[config.mk]
export PLATFORM = sky130hd
export DESIGN_NAME = lpht_ram
export DESIGN_NICKNAME = d
export VERILOG_FILES = /design/src/rtl/lpht_ram.sv
export SDC_FILE = /design/constraint.sdc
export NUM_CORES = 2
export LEC_CHECK = 0
export BUFFER_PORTS_ARGS = -buffer_cell sky130_fd_sc_hd__buf_2
export CAP_MARGIN = 20
export CORE_AREA = 2 2 424 426
export DETAILED_ROUTE_END_ITERATION = 6
export DIE_AREA = 0 0 426 428
export PLACE_DENSITY = 0.57
export SLEW_MARGIN = 20
export SYNTH_ARGS = -nofsm -noshare
export SYNTH_HDL_FRONTEND = slang
export SYNTH_SLANG_ARGS = --single-unit
[constraint.sdc]
create_clock -name i_clk -period 2.55 [get_ports i_clk]
set_input_delay 0.1275 -clock i_clk [delete_from_list [all_inputs] [get_ports i_clk]]
set_output_delay 0.1275 -clock i_clk [all_outputs]
set_load 0.02 [all_outputs]
[src/rtl/lpht_ram.sv]
`timescale 1ns / 1ps
module lpht_ram #(
    parameter int WIDTH = 8,
    parameter int DEPTH = 256
) (
    input  logic                     i_clk,
    input  logic                     i_we,
    input  logic [$clog2(DEPTH)-1:0] i_waddr,
    input  logic [WIDTH-1:0]         i_wdata,
    input  logic [$clog2(DEPTH)-1:0] i_raddr,
    output logic [WIDTH-1:0]         o_rdata
);
    logic [WIDTH-1:0] r_mem [DEPTH];
    logic [WIDTH-1:0] r_rdata;
    always_ff @(posedge i_clk) begin
        if (i_we) begin
            r_mem[i_waddr] <= i_wdata;
        end
        r_rdata <= r_mem[i_raddr];
    end
    assign o_rdata = r_rdata;
endmodule

# After elaboration in Yosys (flattened, before gate mapping)
# Memory sizes are Yosys's and may differ from the RTL's. A register that Yosys moved wholly into a read port is not among the register bits.
# Index checks and enable logic that the tools add are counted.
# Widths: inputs -> output; s select.
classes:
  mux: 2
op_table:
  columns: ["operator", "n"]
  rows:
  - ["$mux 1", 2]
totals:
  memories: 1
  output_inout_bits: 8
  elab_cells: 3
  ram_bits: 2048
  input_bits: 26
  register_bits: 0
mem_list:
  columns: ["memory", "words", "word_bits", "rd", "rd_clocked_by_memory_dff", "write_ports", "line", "rtl"]
  rows:
  - ["r_mem", 256, 8, 1, 1, 1, "13", "logic [WIDTH-1:0] r_mem [DEPTH];"]

# Longest topological paths before layout
depth:
  depth_word: 2
  ltp_mapped: 11
  ltp_nobuf: 6

# Worst setup path before layout
# Ideal clock, no wire load.
synth_path:
  path_type: "input to register"
  start: "input port i_raddr[0]"
  end: "register r_rdata[2], in the netlist o_rdata[2], read port of r_mem"
  arrival_ns: 1.934
  required_ns: 2.419
  path_stages: 9
  slack_ns: 0.485
  setup_ns: 0.131
  n_path_buf: 4
  path_cell_list: "buf_6 -> buf_12 -> buf_8 -> buf_2 -> mux4_2 -> a22oi_1 -> a21oi_1 -> nor4_1 -> nor4_2"
synth_lines:
  columns: ["item", "line", "rtl"]
  rows:
  - ["from (decl)", "10", "input logic [$clog2(DEPTH)-1:0] i_raddr,"]
  - ["to (decl)", "14", "logic [WIDTH-1:0] r_rdata;"]

==> impl_metrics.csv <==
group,metric,value,unit
die,coreArea,0.178,sq mm
detailed_routing,wl_met2,100000,um
timing,fin_crit_sh,0.983,
final_layout,nets,4428,
logic_synthesis,synth_ff_type,"edfxtp_1",
detailed_routing,highest_layer,"met5",
worst_hold_path,hold_class,"primary input to flip-flop",
final_layout,final_common_cell,"edfxtp_1",
final_layout,drive_above_1_share,0.315,
timing,layout_min_cycle_time,2.51,ns
logic_synthesis,synthAdderAreaFrac,0,
logic_synthesis,ys.warnings.count,0,
die,dieWidth,426,um
die,die_area,0.182,sq mm
final_layout,final_cell_mix,"2048 x edfxtp_1, 572 x buf_4, 454 x mux4_2, 278 x nor2_1, 206 x clkbuf_16",
timing,fmaxAchievable,399,MHz
die,fp.dieH,428,um
global_route,grt_max_degree,107,
placed_design,port_buffers,33,
logic_synthesis,synth-seq-cells,2056,
power,ir_drop,0.668,mV
logic_synthesis,synth_compound_area_frac,0.0342,
final_layout,seq_area,0.0617,sq mm
timing,fin_worst_skew,0.0239,ns
logic_synthesis,syn_nets,3759,
logic_synthesis,synth_top_family_by_area,"multiplexers",
detailed_routing,drt_wl_total,208000,um
logic_synthesis,syn_avg_cell_area,21.3,sq um
timing,slew_headroom,0.262,
logic_synthesis,async_flop_share,0,
logic_synthesis,synthSimpleGateAreaFrac,0.0263,
power,switching_share,0.218,
placed_design,gp_congestion,0.842,
power,combPwrFrac,0.056,
power,leakage,0.0302,uW
timing,setup_viol,0,
global_route,antenna_found_initial,8,
setup_path,setup.worst_path.start_class,"flip-flop",
detailed_routing,wl_met3,13500,um
setup_path,slowest_delay,0.52,ns
setup_path,critical_path_class,"flip-flop to flip-flop",
logic_synthesis,synth_seq_area_share,0.775,
final_layout,fin_area,0.0938,sq mm
logic_synthesis,synthMuxAreaShare,0.146,
detailed_routing,dr.pass1.iters,5,
timing,finalHoldViolCount,0,
logic_synthesis,synth_edf_count,2048,
logic_synthesis,synth.distinct_cells,55,
logic_synthesis,yosys.area_share.xor_xnor,0,
logic_synthesis,synth_area,0.0796,sq mm
power,clockPowerShare,0.410,
setup_path,worstPathArrival,3.21,ns
placed_design,post-dp-hpwl,135000,um
detailed_routing,vias_per_cell,5.89,
setup_path,endpoint_kind,"flip-flop",
timing,worst_slew_pin_slew,1.10,ns
timing,rsz0062_at_grt,"no",
placed_design,dpl_worst_slack,-0.864,ns
power,powerDensity,745,mW/mm^2
setup_path,critical-path-slowest-cell,"mux4_2",
global_route,grt_pass1_vias,40700,
die,start_util,0.448,
clocking,clockRootBuffer,"clkbuf_16",
placed_design,place_area,0.0872,sq mm
clocking,cts_sinks,2056,
detailed_routing,wl_per_cell,30.1,um
setup_path,cp_cell_sequence,"mux4_2 -> mux4_2 -> nor2_1 -> a2111oi_1 -> buf_4 -> nor3_2 -> nor4_1",
clocking,path_clk_slew,0.06,ns
setup_path,path_delay_family,"multiplexers",
timing,drv_slew,0,
timing,setup_ws,0.0434,ns
power,power_frac_seq,0.534,
detailed_routing,drc,0,
global_route,grt_usage,0.227,
setup_path,crit_top_cell,"mux4_2",
power,power_switching,15200,uW
die,num_rows,155,
logic_synthesis,synthCells,3733,
timing,timing.setup.tns,0,ns
final_layout,fill_cells,14000,
outcome,run_status,"completed",
final_layout,multiInputGateArea,0.0166,sq mm
clocking,ctsHtreeMaxLevel,4,
flow_run,maxCapViolCount,0,
power,p_int,54700,uW
detailed_routing,vias,40800,
detailed_routing,route.antenna.remaining_nets,0,
clocking,cts_tree,"built",
final_layout,syn2layout_area_growth,17.9,%
global_route,grt_pass1_wl,297000,um
detailed_routing,drtIter0Drc,5076,
clocking,clockBufferDepth,3,
setup_path,cp_num_buf_inv,1,
detailed_routing,m1WireLength,88600,um
clocking,clock_latency,0.85,ns
clocking,numCtsBuffers,205,
global_route,grt_overflow,0,
setup_path,critPathMaxFanout,1,
die,io_pins,34,
setup_path,required,3.25,ns
[worst paths after layout]
| path | from | to | slack (ns) | cells past startpoint |
|---|---|---|---|---|
| hold reg to reg | r_mem[33][5] | o_rdata[5] | 0.96 | 6 |
| setup reg to reg | r_mem[139][1] | o_rdata[1] | 0.04 | 7 |
| hold / removal | i_raddr[7] | o_rdata[5] | 0.11 | 5 |
| setup / recovery | r_mem[139][1] | o_rdata[1] | 0.04 | 7 |
[worst min-delay path: cells and delay by family]
kind / cells / cell delay, ns
AOI/OAI and AO/OA: 3 / 0.26
and+or+nand+nor: 1 / 0.18
buffers and inverters: 1 / 0.31
[synthesized netlist by cell type, types with 2 or more instances]
| master | n | area [sq um] |
|---|---|---|
| nand4_1 | 10 | 62.6 |
| nand2_1 | 33 | 124 |
| o21ai_0 | 10 | 50.1 |
| and3b_1 | 2 | 17.5 |
| a221oi_1 | 13 | 114 |
| buf_4 | 27 | 203 |
| o21ai_1 | 2 | 10.0 |
| a31oi_1 | 2 | 12.5 |
| buf_1 | 22 | 82.6 |
| mux4_1 | 2 | 52.6 |
| nand3b_1 | 2 | 15.0 |
| and2_1 | 6 | 37.5 |
| buf_8 | 13 | 195 |
| a2111oi_1 | 2 | 20.0 |
| mux2i_1 | 134 | 1340 |
| o32ai_1 | 4 | 35.0 |
| a21oi_1 | 96 | 480 |
| o22ai_1 | 28 | 175 |
| nor4_2 | 3 | 37.5 |
| nand2b_1 | 8 | 50.1 |
| nor2_1 | 282 | 1060 |
| clkbuf_1 | 111 | 417 |
| nor4_1 | 24 | 150 |
| o221ai_1 | 46 | 403 |
| a2111oi_0 | 2 | 17.5 |
| o22a_1 | 5 | 43.8 |
| a211oi_1 | 16 | 120 |
| dfxtp_1 | 8 | 160 |
| a22oi_1 | 133 | 998 |
| a311oi_1 | 2 | 17.5 |
| or2_2 | 4 | 25.0 |
| edfxtp_1 | 2048 | 61500 |
| a22o_1 | 8 | 70.1 |
| buf_6 | 21 | 236 |
| nand3_1 | 34 | 170 |
| buf_2 | 31 | 155 |
| buf_12 | 8 | 160 |
| mux4_2 | 454 | 10200 |
| nor3_1 | 22 | 110 |
| nor2b_1 | 31 | 194 |
| o211ai_1 | 10 | 75.1 |
[layer usage]
| layer | vias up | GRT usage |
|---|---|---|
| li1 | 17000 | - |
| met1 | 21800 | 0.329 |
| met2 | 1575 | 0.361 |
| met3 | 302 | 0.0358 |
| met4 | 2 | 0.0643 |
| met5 | - | 0 |
[flip-flops by register name, summed over array words and instances, names as in the netlist]
signal / cells
o_rdata: 8
r_mem: 2048
[repair_timing]
action / 4_1_cts / 5_1_grt
endpoints found under the setup margin: 3 / 2
resized for setup: 6 / 2
setup buffers: 0 / 0
hold buffers: 19 / 0
pin swaps: 0 / 0
hold endpoints to repair: 898 / 0
[cell families after synthesis]
family                 after synthesis
DFF                               2056
muxes                              591
and+or+nand+nor                    466
AOI/OAI and AO/OA                  385
buffers and inverters              235
[final cells by class]
type	count	area share
Antenna cell	1	0.0000267
Clock buffer	249	0.0567
Clock inverter	121	0.0110
Inverter	2	0.0000801
Multi-Input combinational cell	1442	0.177
Sequential cell	2056	0.658
Tap cell	2355	0.0314
Timing Repair Buffer	695	0.0661
[power groups by stage]
stage	registers, uW	clock network (uW)	logic, uW
3_5_place_dp	38000	0	3930
3_3_place_gp	38000	0	3900
2_1_floorplan	38000	0	1810
4_1_cts	37300	29100	3980
5_1_grt	37300	30400	4150
6_report	37300	28600	3930
[through the flow]
| stage | std cells | hold WS, ns | util | total power, uW |
|---|---|---|---|---|
| 2_1_floorplan | 3733 | 0.226 | - | 39800 |
| 3_3_place_gp | 6531 | 0.602 | 0.491 | 41900 |
| 3_5_place_dp | 6531 | 0.611 | 0.491 | 42000 |
| 4_1_cts | 6920 | 0.0119 | 0.528 | 70400 |
| 5_1_grt | 6920 | 0.0803 | 0.528 | 71900 |
| 6_report | 6921 | 0.109 | 0.528 | 69900 |
Note: power is estimated with default switching activity, not from simulation.
