==> config.mk <==
export PLATFORM = sky130hd
export DESIGN_NAME = lpht_mod
export DESIGN_NICKNAME = d
export VERILOG_FILES = /design/src/rtl/lpht_mod.sv
export SDC_FILE = /design/constraint.sdc
export NUM_CORES = 1
export LEC_CHECK = 0
export ABC_AREA = 1
export ABC_CLOCK_PERIOD_IN_PS = 16200
export BUFFER_PORTS_ARGS = -buffer_cell sky130_fd_sc_hd__buf_2
export CORE_MARGIN = 4
export CORE_UTILIZATION = 25
export DETAILED_ROUTE_END_ITERATION = 8
export PLACE_DENSITY = 0.53
export SLEW_MARGIN = 20
export SYNTH_ARGS = -nofsm -noshare
export SYNTH_HDL_FRONTEND = slang
export SYNTH_SLANG_ARGS = --single-unit
==> constraint.sdc <==
create_clock -name i_clk -period 16.2 [get_ports i_clk]
set_input_delay 1.62 -clock i_clk [delete_from_list [all_inputs] [get_ports i_clk]]
set_output_delay 1.62 -clock i_clk [all_outputs]
set_load 0.1 [all_outputs]
==> src/rtl/lpht_mod.sv <==
`timescale 1ns / 1ps
// restoring remainder of a 64-bit value by a 17-bit divisor, one bit a cycle
module lpht_mod (
    input  logic        i_clk,
    input  logic        i_rst_n,
    input  logic        i_start,
    input  logic [63:0] i_num,
    input  logic [16:0] i_den,
    output logic        o_done,
    output logic [16:0] o_rem
);
    logic [63:0] r_num;
    logic [17:0] r_rem;
    logic [6:0]  r_cnt;
    logic        r_busy;
    logic        r_done;
    logic [17:0] w_sh;
    always_comb begin
        w_sh = {r_rem[16:0], r_num[63]};
    end
    always_ff @(posedge i_clk) begin
        if (!i_rst_n) begin
            r_busy <= 1'b0;
            r_done <= 1'b0;
        end else begin
            r_done <= 1'b0;
            if (i_start) begin
                r_busy <= 1'b1;
                r_num  <= i_num;
                r_rem  <= '0;
                r_cnt  <= 7'd0;
            end else if (r_busy) begin
                r_num <= {r_num[62:0], 1'b0};
                r_rem <= (w_sh >= {1'b0, i_den}) ? w_sh - {1'b0, i_den} : w_sh;
                r_cnt <= r_cnt + 7'd1;
                if (r_cnt == 7'd63) begin
                    r_busy <= 1'b0;
                    r_done <= 1'b1;
                end
            end
        end
    end
    assign o_done = r_done;
    assign o_rem  = r_rem[16:0];
endmodule

Yosys cells after proc, flatten, opt, wreduce, memory -nomap -nowiden --
Index checks and enable logic that the tools add are counted.
Cells by class: bitwise gates (word level) 2, shift-type cells 0, multiply operators 0, reductions and logical operators 3, eq/ne operators 1, $lt $le $gt $ge 1, add/subtract/negate cells 2, div/mod/pow operators 0, multiplexer cells 9
Operators with widths (count):
- 64-bit 2-to-1 mux | 2
- 17-bit 2-to-1 mux | 2
- 18-bit by 17-bit greater-or-equal comparator with 1-bit output | 1
- 17-bit subtractor | 1
- 7-bit by 1-bit adder with 7-bit output, second input constant | 1
- 7-bit by 6-bit == test with 1-bit output, second input constant | 1
- 7-bit 2-to-1 mux | 1
- 1-bit 2-to-1 mux | 4
- 3-bit OR reduction | 1
- 1-bit inverter | 2
- 2-bit AND reduction | 1
- 2-bit nonzero test | 1
Word-level totals: memories kept 0, RAM bits 0, output and inout bits 18, logic and storage cells 23, bits in latches 0, memory bits (read-only) 0, bits in registers 90, input port bits 84

Logic depth before layout (Yosys ltp) --
Gate-level depths: netlist of the first run.
depth after elaboration 4, gate-level depth with buffers 14, gate-level depth less buffers 14

Worst setup path before layout of the first run --
Ideal clock, no wire load.
path type input port to flip-flop, from input port i_start, to register r_cnt[0], enable pin, data required time 15635 ps, setup time 565 ps, slack 9329 ps, arrival time 6305 ps, stages 4, path through clkbuf_1 inv_1 clkbuf_1 a21oi_1
Between the ends: cells in the longest elaborated chain, start to end 2
Ends and longest elaborated chain:
- start: declaration | line 6 | input logic i_start,
- 2-bit nonzero test (no source line)
- 2-bit AND reduction (no source line)
- end signal: assignment | line 35 | r_cnt <= r_cnt + 7'd1;
- end: declaration | line 14 | logic [6:0] r_cnt;
Every way passes these cells. A chain may end at the register's enable or synchronous reset.

Worst setup path after layout of the first run --
from input port i_start, to register r_num[30], enable pin
Between the ends: cells in the longest elaborated chain, start to end 2
Ends and longest elaborated chain:
- 2-bit nonzero test (no source line)
- 2-bit AND reduction (no source line)
- end signal: assignment | line 29 | r_num <= i_num;
- end signal: assignment | line 33 | r_num <= {r_num[62:0], 1'b0};
- end: declaration | line 12 | logic [63:0] r_num;
Every way passes these cells.

==> summary.txt, run 1 <==
Clock network
  • Sink count of the clock tree: 90
  • Clock buffers created by TritonCTS: 9
  • Clock-pin slew of the registers on the worst-case setup and hold paths: around 0.070 ns
  • # resized after CTS: 0
  • Buffers inserted during post-CTS setup optimization: 0
  • Clock Latency Late Sink: ~0.34 ns
  • Hold buffer count at CTS: 0
  • Cell at the root of the clock tree: sky130_fd_sc_hd__clkbuf_16
  • Max H-tree Level: 3
  • CTS tree: built
  • CTS max path bufs: 2

STA
  • Fin Clk Skew: about 0.007 ns
  • Unrepaired setup endpoints after global routing: no
  • Final number of setup-violating endpoints: 0
  • Final worst path period need: between 3 and 4 ns
  • Total Neg Setup Slack: 0 ns
  • Relative slew slack: 42.89%
  • Portion of the clock cycle consumed by the worst path in the final layout: between 20 and 25%
  • Final Max Tran Viols: 0
  • Final hold violation count: 0
  • Measured slew at the worst slew-check pin: 0.8567 ns
  • Top achievable clock speed: approximately 0.25 GHz

Global routing
  • Met1 Usage GRT: about 14%
  • Global-route track usage on met2: approximately 16%
  • Maximum number of pins on one net before global-route repair: 85
  • Global-route wire length before repair: between 15 and 20 mm
  • Via count of the first global-routing pass: about 4200
  • Global route overflow: 0
  • Global-route usage over all layers: 10.38%
  • Initial antenna violation count: 0
  • Most Used Layer, Global Route: met2
  • GR met3 Demand/Resource: about 2.3%

Floorplanning
  • I/O pins: 102
  • Die ar.: ~23000 um2
  • Height of the chip: 153.0 um
  • Initial core utilization: between 20% and 30%
  • Floorplan row count: between 50 and 60
  • Floorplan core area: between 20000 and 25000 um2
  • X dimension of the die: approximately 150 um

Synth
  • Leading post-synthesis cells by cell area: sky130_fd_sc_hd__edfxtp_1 50%, sky130_fd_sc_hd__nand2_1 23%, sky130_fd_sc_hd__inv_1 6.4%
  • Most common cell in the synthesized netlist: sky130_fd_sc_hd__nand2_1
  • Proportion of synthesized flip-flops having asynchronous set or reset: 0%
  • Synthesized netlist cell count: 672
  • Netlist cell types: 29
  • Number of synthesis warnings: 0
  • Average cell area after synthesis: roughly 7.8 um2
  • Summed instance area of the synthesized netlist: ~5300 um2
  • Sequential fraction of the synthesis area: between 50% and 60%
  • Synth top area share: 50.30%
  • Most common flop cell mapped by yosys: sky130_fd_sc_hd__edfxtp_1
  • Cell taking the most area after synthesis: sky130_fd_sc_hd__edfxtp_1
  • Number of synthesized register bits: 90
  • Commonest cells post-synth: 320 x sky130_fd_sc_hd__nand2_1, 90 x sky130_fd_sc_hd__inv_1, 88 x sky130_fd_sc_hd__edfxtp_1, 52 x sky130_fd_sc_hd__nor2_1, 31 x sky130_fd_sc_hd__nand3_1
  • Number of enable flip-flop cells after synthesis: 88
  • Number of nets in the synthesized netlist: around 780

Critical path
  • Endpoint kind of the worst setup timing path: flop
  • Startpoint Class: input pin
  • CP max FO: 69
  • CP arrival: ~4 ns
  • Slack of the worst reg-to-reg path: roughly 14 ns
  • Crit path required time: between 15 and 20 ns
  • Type of the worst setup path: input pin to flop

Power and ir drop
  • Leakage power summed over all cells: ~3.2 nW
  • Power share of the clock group: between 30% and 40%
  • Relative contribution of combinational cells to total power: a little under a quarter
  • Cell internal power dissipation: around 0.43 mW
  • Power per standard cell area: 101.5 nW/um2
  • Sequential power share: between 40 and 50%
  • Switching Power: approximately 0.21 mW
  • Max rail drop VDD: 0.06434 mV
  • Switching power share of the total: 32.81%

Drt
  • Wire length after detailed routing: roughly 12 mm
  • Antenna violation net count after detailed routing: 0
  • Number of vias per cell: 4.072
  • Initial DRC count: roughly 220
  • Drc violations: 0
  • First-pass iteration count of the detailed router: 4
  • Post-DR wirelength/cell: ~12 um
  • Number of vias after detailed routing: around 4200

Layout
  • Fillcell total: roughly 2200
  • Layout area overhead: 20.34%
  • Final Non-Filler Cells: approximately 1000
  • ANT cells: 0
  • Final-stage net count: between 800 and 900
  • Sequential cell area: 2683 um2
  • Share of final-layout standard cells stronger than drive strength 1: 18.03%
  • Area of the multi-input gates: 2143 um2

Run status
  • Result of the run: complete, no violations

Worst hold path
  • Path class of the lowest-slack min-delay path: flop to flop

Placement
  • Placed wire-length estimate after detailed placement: between 8 and 9 mm
  • Number of cells in the design after placement: about 1000
  • Count of port buffers added during placement: a little over 100
  • Final weighted congestion of routability-driven global placement: 0.8474

Job
  • Max-capacitance violation count: 0
layout make-up:
type | instances | area share, %
sequential | 90 | 42.43
multi-input combinational | 470 | 33.90
timing repair buffer | 104 | 8.351
inverter | 91 | 5.442
tap | 270 | 5.343
clock buffer | 9 | 3.562
clock inverter | 7 | 0.9697
power groups by stage:
| stage | combinational, mW | sequential, mW | clock, mW |
|---|---|---|---|
| 2_1_floorplan | 0.0883 | 0.321 | 0 |
| 3_3_place_gp | 0.154 | 0.291 | 0 |
| 3_5_place_dp | 0.154 | 0.292 | 0 |
| 4_1_cts | 0.155 | 0.287 | 0.212 |
| 5_1_grt | 0.173 | 0.288 | 0.221 |
| 6_report | 0.153 | 0.286 | 0.203 |
cells by family (layout without fill, tap and decap cells):
kind of cell               count (synthesis)  after routing  synth area share [%]
AOI/OAI and AO/OA                         15             15                 1.476
xor gates and xnor gates                   8              8                 1.334
adders and majority gates                 19             19                 4.668
buffers and inverters                    112            211                 8.359
DFF                                       90             90                 51.06
and+or+nand+nor                          428            428                 33.10
cells in the final DEF (no fill, tap or decap), types with 2 or more instances in the layout:
cell type,count
sky130_fd_sc_hd__nand3_1,31
sky130_fd_sc_hd__inv_8,2
sky130_fd_sc_hd__nor3_1,2
sky130_fd_sc_hd__nor2_1,52
sky130_fd_sc_hd__a21oi_1,12
sky130_fd_sc_hd__nand4_1,4
sky130_fd_sc_hd__and2_1,2
sky130_fd_sc_hd__nor2_2,5
sky130_fd_sc_hd__nand2_1,320
sky130_fd_sc_hd__nand2_4,2
sky130_fd_sc_hd__inv_6,2
sky130_fd_sc_hd__edfxtp_1,88
sky130_fd_sc_hd__inv_1,89
sky130_fd_sc_hd__xnor2_1,2
sky130_fd_sc_hd__nand2_2,4
sky130_fd_sc_hd__dfxtp_1,2
sky130_fd_sc_hd__ha_1,18
sky130_fd_sc_hd__xor2_1,6
sky130_fd_sc_hd__buf_4,3
sky130_fd_sc_hd__nor2_4,2
sky130_fd_sc_hd__clkbuf_16,9
sky130_fd_sc_hd__buf_2,101
path summary, 6_finish.rpt:
path,from,endpoint,cells past startpoint
hold / removal,r_busy,o_done,2
setup reg to reg,r_rem[14],r_rem[14],10
setup / recovery,i_start,r_num[30],5
hold reg to reg,r_busy,o_done,2
registers in the layout, indices dropped and copies added (netlist names):
name / flops
r_rem: 17
r_num: 64
r_busy: 1
o_done: 1
r_cnt: 7
metrics by stage:
stage / worst slack (ns) / cell area, um2 / hold slack, ns / utilization [%] / power (mW)
floorplan: 9.329 / 5254 / 0.4227 / - / 0.4088
detailed placement: 11.87 / 6036 / 0.4966 / 29.54 / 0.4459
global route: 12.04 / 6322 / 0.5321 / 30.95 / 0.6822
CTS: 12.24 / 6322 / 0.5143 / 30.95 / 0.6533
finish: 12.26 / 6322 / 0.5060 / 30.95 / 0.6420
global placement: 11.91 / 6036 / 0.4930 / 29.54 / 0.4452
critical path, cell delays in order:
cell	delay, ns
sky130_fd_sc_hd__buf_2	0.07
sky130_fd_sc_hd__buf_4	0.53
sky130_fd_sc_hd__inv_2	0.13
sky130_fd_sc_hd__a21oi_4	0.67
sky130_fd_sc_hd__buf_4	0.79
metal layers:
layer,vias to the layer above,share of wire [%],routed length (um)
li1,2270,-,-
met1,1850,50,6153
met2,102,42,5202
met3,17,5.4,656
met4,0,1.9,229
met5,-,0,0
Power figures use the tool's default switching activity.
==> run 2, diff against run 1 <==
--- a/config.mk
+++ b/config.mk
@@ -6,12 +6,12 @@
 export NUM_CORES = 1
 export LEC_CHECK = 0
 export ABC_AREA = 1
-export ABC_CLOCK_PERIOD_IN_PS = 16200
+export ABC_CLOCK_PERIOD_IN_PS = 3500
 export BUFFER_PORTS_ARGS = -buffer_cell sky130_fd_sc_hd__buf_2
 export CORE_MARGIN = 4
 export CORE_UTILIZATION = 25
 export DETAILED_ROUTE_END_ITERATION = 8
-export PLACE_DENSITY = 0.53
+export PLACE_DENSITY = 0.55
 export SLEW_MARGIN = 20
 export SYNTH_ARGS = -nofsm -noshare
 export SYNTH_HDL_FRONTEND = slang
==> constraint.sdc (replaced) <==
create_clock -name i_clk -period 3.5 [get_ports i_clk]
set_input_delay 0.35 -clock i_clk [delete_from_list [all_inputs] [get_ports i_clk]]
set_output_delay 0.35 -clock i_clk [all_outputs]
set_load 0.1 [all_outputs]
==> run 2 against run 1 <==
Effect of this change: largest cell class unchanged; critical path depth up 7; sequential share of layout area hardly changed; sequential power grew to 4.7 times the previous value; final cell count about the same.
==> summary.txt, run 2 (synthesized netlist as in run 1, its figures left out) <==
Run status
  • Result of the run: complete, no violations (unchanged)

Layout
  • Final-stage net count: 869 (unchanged)
  • Fillcell total: 2215 (was 2240)
  • Largest register by flop count: r_num (unchanged)
  • Largest registers ranked by flip-flop count: r_num: 64 flops, r_rem: 17 flops, r_cnt: 7 flops (unchanged)
  • Layout area overhead: 20.31% (was 20.34%)
  • Most frequent standard cell in the layout excluding fill and tap cells: sky130_fd_sc_hd__nand2_1 (unchanged)
  • Share of final-layout standard cells stronger than drive strength 1: 17.90% (was 18.03%)
  • Post-route cell area: 6321 um2 (was 6322 um2)
  • Number of flip-flops in the largest register: 64 (unchanged)
  • Commonest cells after routing, fill and taps aside: 320 x sky130_fd_sc_hd__nand2_1, 101 x sky130_fd_sc_hd__buf_2, 89 x sky130_fd_sc_hd__inv_1 (unchanged)
  • Final Non-Filler Cells: 1042 (was 1041)

Critical path
  • CP max FO: 15 (was 69)
  • Endpoint kind of the worst setup timing path: flop (unchanged)
  • Worst path buffer plus inverter count: 2 (was 4)
  • Critical-path cell with the highest stage delay: sky130_fd_sc_hd__edfxtp_1 (was sky130_fd_sc_hd__buf_4)
  • Crit path required time: 3.70 ns (was 16.17 ns)
  • Maximum single-stage delay on the critical path: 0.47 ns (was 0.79 ns)
  • Worst path most repeated cell: sky130_fd_sc_hd__nand2_1 (was sky130_fd_sc_hd__buf_4)
  • Ordered list of cells on the worst path: ha_1 > nand2_1 > inv_1 > nand2_1 > nand2_1 > nand2_1 > nand2_1 > nor2_4 > nand2_4 > inv_4 > nor2_1 > nor2_1 (was buf_2 > buf_4 > inv_2 > a21oi_4 > buf_4)
  • Type of the worst setup path: flop to flop (was input pin to flop)
  • Startpoint Class: flop (was input pin)
  • Gate family responsible for the most delay along the worst path: simple AND/OR/NAND/NOR gates (was buffers and inverters)
  • CP arrival: 2.48 ns (was 3.90 ns)

Drt
  • Wire length after detailed routing: 12.31 mm (was 12.24 mm)
  • Post-DR wirelength/cell: 11.82 um (was 11.76 um)
  • Initial DRC count: 194 (was 223)
  • Antenna violation net count after detailed routing: 0 (unchanged)
  • Drc violations: 0 (unchanged)
  • Number of vias after detailed routing: 4266 (was 4239)
  • Number of vias per cell: 4.094 (was 4.072)
  • First-pass iteration count of the detailed router: 5 (was 4)

STA
  • Final Max Tran Viols: 0 (unchanged)
  • Final number of setup-violating endpoints: 0 (unchanged)
  • Fin Clk Skew: 0.005895 ns (was 0.006989 ns)
  • Relative slew slack: 42.41% (was 42.89%)
  • Unrepaired setup endpoints after global routing: no (unchanged)
  • Top achievable clock speed: 0.4390 GHz
  • Final hold violation count: 0 (unchanged)
  • Measured slew at the worst slew-check pin: 0.8639 ns (was 0.8567 ns)
  • Total Neg Setup Slack: 0 ns (unchanged)
  • Tightest hold margin: 0.2622 ns (was 0.5060 ns)
  • Portion of the clock cycle consumed by the worst path in the final layout: 65.09%
  • Final worst path period need: roughly 2.3 ns

Floorplanning
  • Initial core utilization: 25.72% (unchanged)
  • Floorplan row count: 52 (unchanged)
  • X dimension of the die: 153.0 um (unchanged)
  • Floorplan core area: 20430 um2 (unchanged)
  • Height of the chip: 153.0 um (unchanged)
  • Die ar.: 23400 um2 (unchanged)
  • I/O pins: 102 (unchanged)

Global routing
  • Initial antenna violation count: 3 (was 0)
  • Global-route wire length before repair: 20.07 mm (was 19.98 mm)
  • Global route overflow: 0 (unchanged)
  • Maximum number of pins on one net before global-route repair: 85 (unchanged)
  • Via count of the first global-routing pass: 4084 (was 4196)
  • Global-route usage over all layers: 10.47% (was 10.38%)

Power and ir drop
  • Power per standard cell area: 464.5 nW/um2 (was 101.5 nW/um2)
  • Leakage power summed over all cells: 3.234 nW (was 3.246 nW)
  • Pwr Total: 2.936 mW (was 0.6420 mW)
  • Max rail drop VDD: 0.2200 mV (was 0.06434 mV)

Clock network
  • Clock buffers created by TritonCTS: 9 (unchanged)
  • Buffers inserted during post-CTS setup optimization: 0 (unchanged)
  • CTS tree: built (unchanged)
  • Hold buffer count at CTS: 0 (unchanged)
  • Clock Latency Late Sink: 0.34 ns (about the same)
  • Sink count of the clock tree: 90 (unchanged)
  • CTS max path bufs: 2 (unchanged)
  • Clock-pin slew of the registers on the worst-case setup and hold paths: 0.06 ns (was 0.07 ns)
  • Max H-tree Level: 3 (unchanged)
  • Cell at the root of the clock tree: sky130_fd_sc_hd__clkbuf_16 (unchanged)
  • # resized after CTS: 0 (unchanged)

Placement
  • Final weighted congestion of routability-driven global placement: 0.8549 (was 0.8474)
  • Number of cells in the design after placement: 1025 (unchanged)
  • Cell area reported after detailed placement: 6048 um2 (was 6036 um2)
  • Placed wire-length estimate after detailed placement: 8.899 mm (was 8.798 mm)
  • Count of port buffers added during placement: 101 (unchanged)

Worst hold path
  • Path class of the lowest-slack min-delay path: input pin to flop (was flop to flop)

Job
  • Max-capacitance violation count: 0 (unchanged)
==> run 2: cell types whose count changed in the layout (fill, tap and decap cells not counted), sizes merged <==
| cell | before | now |
|---|---|---|
| inv | 95 | 92 |
| clkbuf | 9 | 10 |
| diode | 0 | 1 |
| clkinvlp | 1 | 3 |
==> run 2: metal layers <==
| layer | vias up | global-route usage, % | part of all wire [%] |
|---|---|---|---|
| li1 | 2277 | - | - |
| met1 | 1848 | 14.82 | 50 |
| met2 | 120 | 15.49 | 42 |
| met3 | 17 | 2.884 | 6.4 |
| met4 | 4 | 3.437 | 1.4 |
| met5 | - | 0 | 0.22 |
==> run 2: report_power, final <==
part	switching [mW]	internal [mW]	total (mW)
Sequential	0.0391	1.29	1.33
Combinational	0.497	0.213	0.710
Clock	0.417	0.482	0.898
Total	0.953	1.98	2.94
==> run 2: per-stage QoR <==
step / util (%) / worst slack (ns)
2_1_floorplan: - / 0.7306
3_3_place_gp: 29.61 / 1.207
3_5_place_dp: 29.61 / 1.198
4_1_cts: 30.93 / 1.192
5_1_grt: 30.94 / 1.001
6_report: 30.94 / 1.222
==> run 2: final cells by class <==
class	instances	area, um2	area share [%]
clock buffers	10	229.0	3.622
well taps	270	337.8	5.344
clock inverters	6	41.29	0.6532
diodes	1	2.502	0.03959
inverters	91	344.1	5.443
flip-flops and latches	90	2683	42.44
multi-input cells	470	2143	33.91
repair buffers	104	540.5	8.551
==> run 2: worst min-delay path: stages <==
cell	delay (ns)
sky130_fd_sc_hd__buf_2	0.07
sky130_fd_sc_hd__nand2_1	0.04
sky130_fd_sc_hd__inv_1	0.04
==> run 2: worst paths after layout <==
path                                 from         to  slack [ns]  depth (start not counted)
worst max-delay path            r_rem[12]   r_rem[4]        1.22                         12
worst min-delay path             i_num[0]   r_num[0]        0.26                          3
worst max register to register  r_rem[12]   r_rem[4]        1.22                         12
worst min register to register  r_num[56]  r_num[57]        0.51                          2
==> run 3, diff against run 2 <==
--- a/config.mk
+++ b/config.mk
@@ -5,8 +5,8 @@
 export SDC_FILE = /design/constraint.sdc
 export NUM_CORES = 1
 export LEC_CHECK = 0
-export ABC_AREA = 1
-export ABC_CLOCK_PERIOD_IN_PS = 3500
+export ABC_AREA = 0
+export ABC_CLOCK_PERIOD_IN_PS = 1900
 export BUFFER_PORTS_ARGS = -buffer_cell sky130_fd_sc_hd__buf_2
 export CORE_MARGIN = 4
 export CORE_UTILIZATION = 25
==> constraint.sdc (replaced) <==
create_clock -name i_clk -period 1.9 [get_ports i_clk]
set_input_delay 0.19 -clock i_clk [delete_from_list [all_inputs] [get_ports i_clk]]
set_output_delay 0.19 -clock i_clk [all_outputs]
set_load 0.1 [all_outputs]
==> run 3 against run 2 <==
Effect of this change: the flow now finishes with violations (setup timing); power up 98%; register-to-register slack worse by 2.0 ns; hold slack worse by 0.12 ns; worst setup slack worse by 2.0 ns; final cell count down 22%; synthesized cell count down 43%; via count down 16%; area after synthesis down 6.8%; die area down 6.4%; sequential share of layout area down 2.2 points; utilization up 4.2 points; sequential cell count unchanged.
==> summary.txt, run 3 <==
Critical path
  • Critical-path cell with the highest stage delay: sky130_fd_sc_hd__or3_4 (was sky130_fd_sc_hd__edfxtp_1)
  • Startpoint Class: flop (unchanged)
  • Ordered list of cells on the worst path: inv_1 > ha_2 > inv_2 > fa_2 > a21o_1 > a221oi_4 > a2111oi_4 > or3_4 > buf_12 > mux2i_1 > nor2_1 (was ha_1 > nand2_1 > inv_1 > nand2_1 > nand2_1 > nand2_1 > nand2_1 > nor2_4 > nand2_4 > inv_4 > nor2_1 > nor2_1)
  • CP max FO: 11 (was 15)
  • Type of the worst setup path: flop to flop (unchanged)
  • Maximum single-stage delay on the critical path: 0.41 ns (was 0.47 ns)
  • Crit path required time: 1.99 ns (was 3.70 ns)
  • CP arrival: 2.80 ns (was 2.48 ns)
  • Endpoint kind of the worst setup timing path: flop (unchanged)
  • Worst R2R Path Depth: 11 (was 12)

Worst hold path
  • Worst hold path cell count: 2 (was 3)
  • Path class of the lowest-slack min-delay path: input pin to flop (unchanged)

Floorplanning
  • I/O pins: 102 (unchanged)
  • Height of the chip: 148.0 um (was 153.0 um)
  • Floorplan row count: 50 (was 52)
  • X dimension of the die: 148.0 um (was 153.0 um)
  • Die ar.: 21900 um2 (was 23400 um2)
  • Initial core utilization: 25.84% (was 25.72%)
  • Floorplan core area: 18960 um2 (was 20430 um2)

Drt
  • Antenna violation net count after detailed routing: 0 (unchanged)
  • Wire length after detailed routing: 11.51 mm (was 12.31 mm)
  • DR top layer: met5 (unchanged)
  • Drc violations: 0 (unchanged)
  • Wire length on met2: 5.524 mm (was 5.156 mm)
  • Met3 wire length: 700 um (was 792 um)
  • Initial DRC count: 106 (was 194)
  • Detailed-routing wirelength on met1: 5.061 mm (was 6.161 mm)
  • Post-DR wirelength/cell: 14.17 um (was 11.82 um)
  • Number of vias after detailed routing: 3594 (was 4266)
  • First-pass iteration count of the detailed router: 4 (was 5)
  • Number of vias per cell: 4.426 (was 4.094)

Placement
  • Count of port buffers added during placement: 101 (unchanged)
  • Pre-CTS setup slack: -0.8160 ns (was 1.198 ns)
  • Final weighted congestion of routability-driven global placement: 0.8849 (was 0.8549)
  • Placed wire-length estimate after detailed placement: 8.487 mm (was 8.899 mm)
  • Cell area reported after detailed placement: 6245 um2 (was 6048 um2)

Synth
  • Leading post-synthesis cells by cell area: sky130_fd_sc_hd__edfxtp_1 54%, sky130_fd_sc_hd__mux2_2 15%, sky130_fd_sc_hd__ha_1 4.6% (was sky130_fd_sc_hd__edfxtp_1 50%, sky130_fd_sc_hd__nand2_1 23%, sky130_fd_sc_hd__inv_1 6.4%)
  • Cell taking the most area after synthesis: sky130_fd_sc_hd__edfxtp_1 (unchanged)
  • Netlist cell types: 50 (was 29)
  • Sequential fraction of the synthesis area: 54.76% (was 51.06%)
  • Most common cell in the synthesized netlist: sky130_fd_sc_hd__edfxtp_1 (was sky130_fd_sc_hd__nand2_1)
  • Number of nets in the synthesized netlist: 483 (was 775)
  • Commonest cells post-synth: 88 x sky130_fd_sc_hd__edfxtp_1, 65 x sky130_fd_sc_hd__mux2_2, 22 x sky130_fd_sc_hd__inv_1, 20 x sky130_fd_sc_hd__nor2_1, 18 x sky130_fd_sc_hd__ha_1 (was 320 x sky130_fd_sc_hd__nand2_1, 90 x sky130_fd_sc_hd__inv_1, 88 x sky130_fd_sc_hd__edfxtp_1, 52 x sky130_fd_sc_hd__nor2_1, 31 x sky130_fd_sc_hd__nand3_1)
  • Synthesized netlist cell count: 380 (was 672)
  • Share of synthesized cell area in full adder, half adder and majority cells: 5.006% (was 4.668%)
  • Average cell area after synthesis: 12.89 um2 (was 7.818 um2)
  • Number of enable flip-flop cells after synthesis: 88 (unchanged)
  • Synth top area share: 53.95% (was 50.30%)
  • Most common flop cell mapped by yosys: sky130_fd_sc_hd__edfxtp_1 (unchanged)
  • Number of synthesized register bits: 90 (unchanged)
  • Main combinational cell family by area after synthesis: multiplexers (was simple AND/OR/NAND/NOR gates)
  • Post-synthesis xor/xnor area fraction: 1.967% (was 1.334%)
  • Proportion of synthesized flip-flops having asynchronous set or reset: 0% (unchanged)
  • Post-synthesis mux area share: 16.99% (was 0%)
  • Number of synthesis warnings: 0 (unchanged)
  • Area fraction in compound gates after synthesis: 8.889% (was 1.477%)
  • Area fraction in and, or, nand and nor cells after synthesis: 8.966% (was 33.10%)
  • Summed instance area of the synthesized netlist: 4898 um2 (was 5254 um2)

STA
  • Unrepaired setup endpoints after global routing: yes (was no)
  • Final number of setup-violating endpoints: 17 (was 0)
  • Relative slew slack: 66.14% (was 42.41%)
  • Setup WS post-layout: -0.8098 ns (was 1.222 ns)
  • Total Neg Setup Slack: -12.89 ns (was 0 ns)
  • Final Max Tran Viols: 0 (unchanged)
  • Measured slew at the worst slew-check pin: 0.5114 ns (was 0.8639 ns)
  • Final hold violation count: 0 (unchanged)
  • Fin Clk Skew: 0.01241 ns (was 0.005895 ns)
  • Portion of the clock cycle consumed by the worst path in the final layout: 142.6% (was 65.09%)
  • Top achievable clock speed: 0.3690 GHz (was 0.4390 GHz)
  • Final worst path period need: 2.710 ns (was 2.278 ns)

Global routing
  • Initial antenna violation count: 3 (unchanged)
  • Maximum number of pins on one net before global-route repair: 64 (was 85)
  • Global-route usage over all layers: 10.57% (was 10.47%)
  • Global-route wire length before repair: 18.57 mm (was 20.07 mm)
  • Global route overflow: 0 (unchanged)
  • Via count of the first global-routing pass: 3817 (was 4084)

Clock network
  • Max H-tree Level: 3 (unchanged)
  • Clock Latency Late Sink: 0.35 ns (was 0.34 ns)
  • CTS max path bufs: 2 (unchanged)
  • Cell at the root of the clock tree: sky130_fd_sc_hd__clkbuf_16 (unchanged)
  • Sink count of the clock tree: 90 (unchanged)
  • Hold buffer count at CTS: 0 (unchanged)
  • CTS tree: built (unchanged)
  • Clock-pin slew of the registers on the worst-case setup and hold paths: 0.07 ns (was 0.06 ns)
  • Clock buffers created by TritonCTS: 9 (unchanged)

Run status
  • Result of the run: finished with violations (was complete, no violations)
  • Violated checks: setup timing

Layout
  • Number of flip-flops in the largest register: 64 (unchanged)
  • Largest register by flop count: r_num (unchanged)
  • Layout area overhead: 35.99% (was 20.31%)
  • Final-stage net count: 650 (was 869)
  • Largest registers ranked by flip-flop count: r_num: 64 flops, r_rem: 17 flops, r_cnt: 7 flops (unchanged)
  • Share of final-layout standard cells stronger than drive strength 1: 50.82% (was 17.90%)
  • Post-route cell area: 6661 um2 (was 6321 um2)
  • Most frequent standard cell in the layout excluding fill and tap cells: sky130_fd_sc_hd__buf_2 (was sky130_fd_sc_hd__nand2_1)
  • Commonest cells after routing, fill and taps aside: 100 x sky130_fd_sc_hd__buf_2, 88 x sky130_fd_sc_hd__edfxtp_1, 68 x sky130_fd_sc_hd__buf_4 (was 320 x sky130_fd_sc_hd__nand2_1, 101 x sky130_fd_sc_hd__buf_2, 89 x sky130_fd_sc_hd__inv_1)

Job
  • Max-capacitance violation count: 0 (unchanged)

Power and ir drop
  • Leakage power summed over all cells: 2.679 nW (was 3.234 nW)
  • Power per standard cell area: 870.6 nW/um2 (was 464.5 nW/um2)
  • Max rail drop VDD: 0.3915 mV (was 0.2200 mV)
-- run 3: cell types whose count changed in the layout (fill, tap and decap cells not counted), sizes merged, moves of 6 or more --
cell / before / now
mux2: 0 / 65
nand2b: 0 / 7
o21ai: 1 / 12
buf: 104 / 173
inv: 92 / 24
mux2i: 0 / 10
nand2: 326 / 13
nor2: 59 / 20
nor2b: 0 / 6
nand3: 32 / 9
-- run 3: critical path: cells and delay by family, from the launching register on --
kind | cells | cell delay [ns]
multiplexers | 1 | 0.15
flip-flops | 1 | 0.38
adder cells (fa/ha/maj) | 2 | 0.52
buffers and inverters | 3 | 0.27
AND/OR/NAND/NOR | 2 | 0.46
AO/OA/AOI/OAI | 3 | 0.67
-- run 3: where the power goes --
group	leakage [nW]	internal (mW)	switching (mW)	total (mW)
clock network	0.136	1.02	0.779	1.80
logic	1.68	0.699	0.870	1.57
registers	0.861	2.37	0.0577	2.43
total	2.68	4.09	1.71	5.80
-- run 3: kinds of logic after synthesis --
kind of cell,after synthesis
AOI/OAI and AO/OA,62
adders and majority gates,19
xor gates and xnor gates,11
muxes,75
DFF,90
and+or+nand+nor,84
buffers and inverters,39
-- run 3: worst paths after layout --
path,from,endpoint,slack (ns)
worst max register to register,r_num[63],r_rem[4],-0.81
worst min register to register,r_busy,o_done,0.51
worst min-delay path,i_num[24],r_num[24],0.14
worst max-delay path,r_num[63],r_rem[4],-0.81
-- run 3: cell type report --
type | instances | area (um2)
inverter | 22 | 82.58
sequential | 90 | 2683
antenna | 1 | 2.502
tap | 260 | 325.3
clock inverter | 5 | 62.56
clock buffer | 10 | 229.0
timing repair buffer | 173 | 1094
multi-input combinational | 251 | 2183
fill | 1902 | 12290
-- run 3: routing by layer --
metal	vias to the layer above	track usage [%]
li1	1763	-
met1	1731	12.86
met2	74	17.36
met3	20	3.985
met4	6	3.418
met5	-	0
-- run 3: stage by stage --
| step | std cells | hold WS, ns | util (%) | power (mW) |
|---|---|---|---|---|
| floorplan | 380 | 0.3425 | - | 3.463 |
| finish | 812 | 0.1383 | 35.14 | 5.799 |
| CTS | 807 | 0.1233 | 34.63 | 5.821 |
| detailed placement | 791 | 0.4944 | 32.94 | 3.973 |
| global route | 811 | 0.1249 | 35.13 | 6.103 |
| global placement | 791 | 0.4914 | 32.94 | 3.936 |
-- run 3: what timing repair did --
action | 4_1_cts | 5_1_grt
resized for setup | 4 | 14
setup buffers | 1 | 4
hold endpoints to repair | 0 | 0
setup endpoints to repair | 17 | 17
pin swaps | 2 | 5
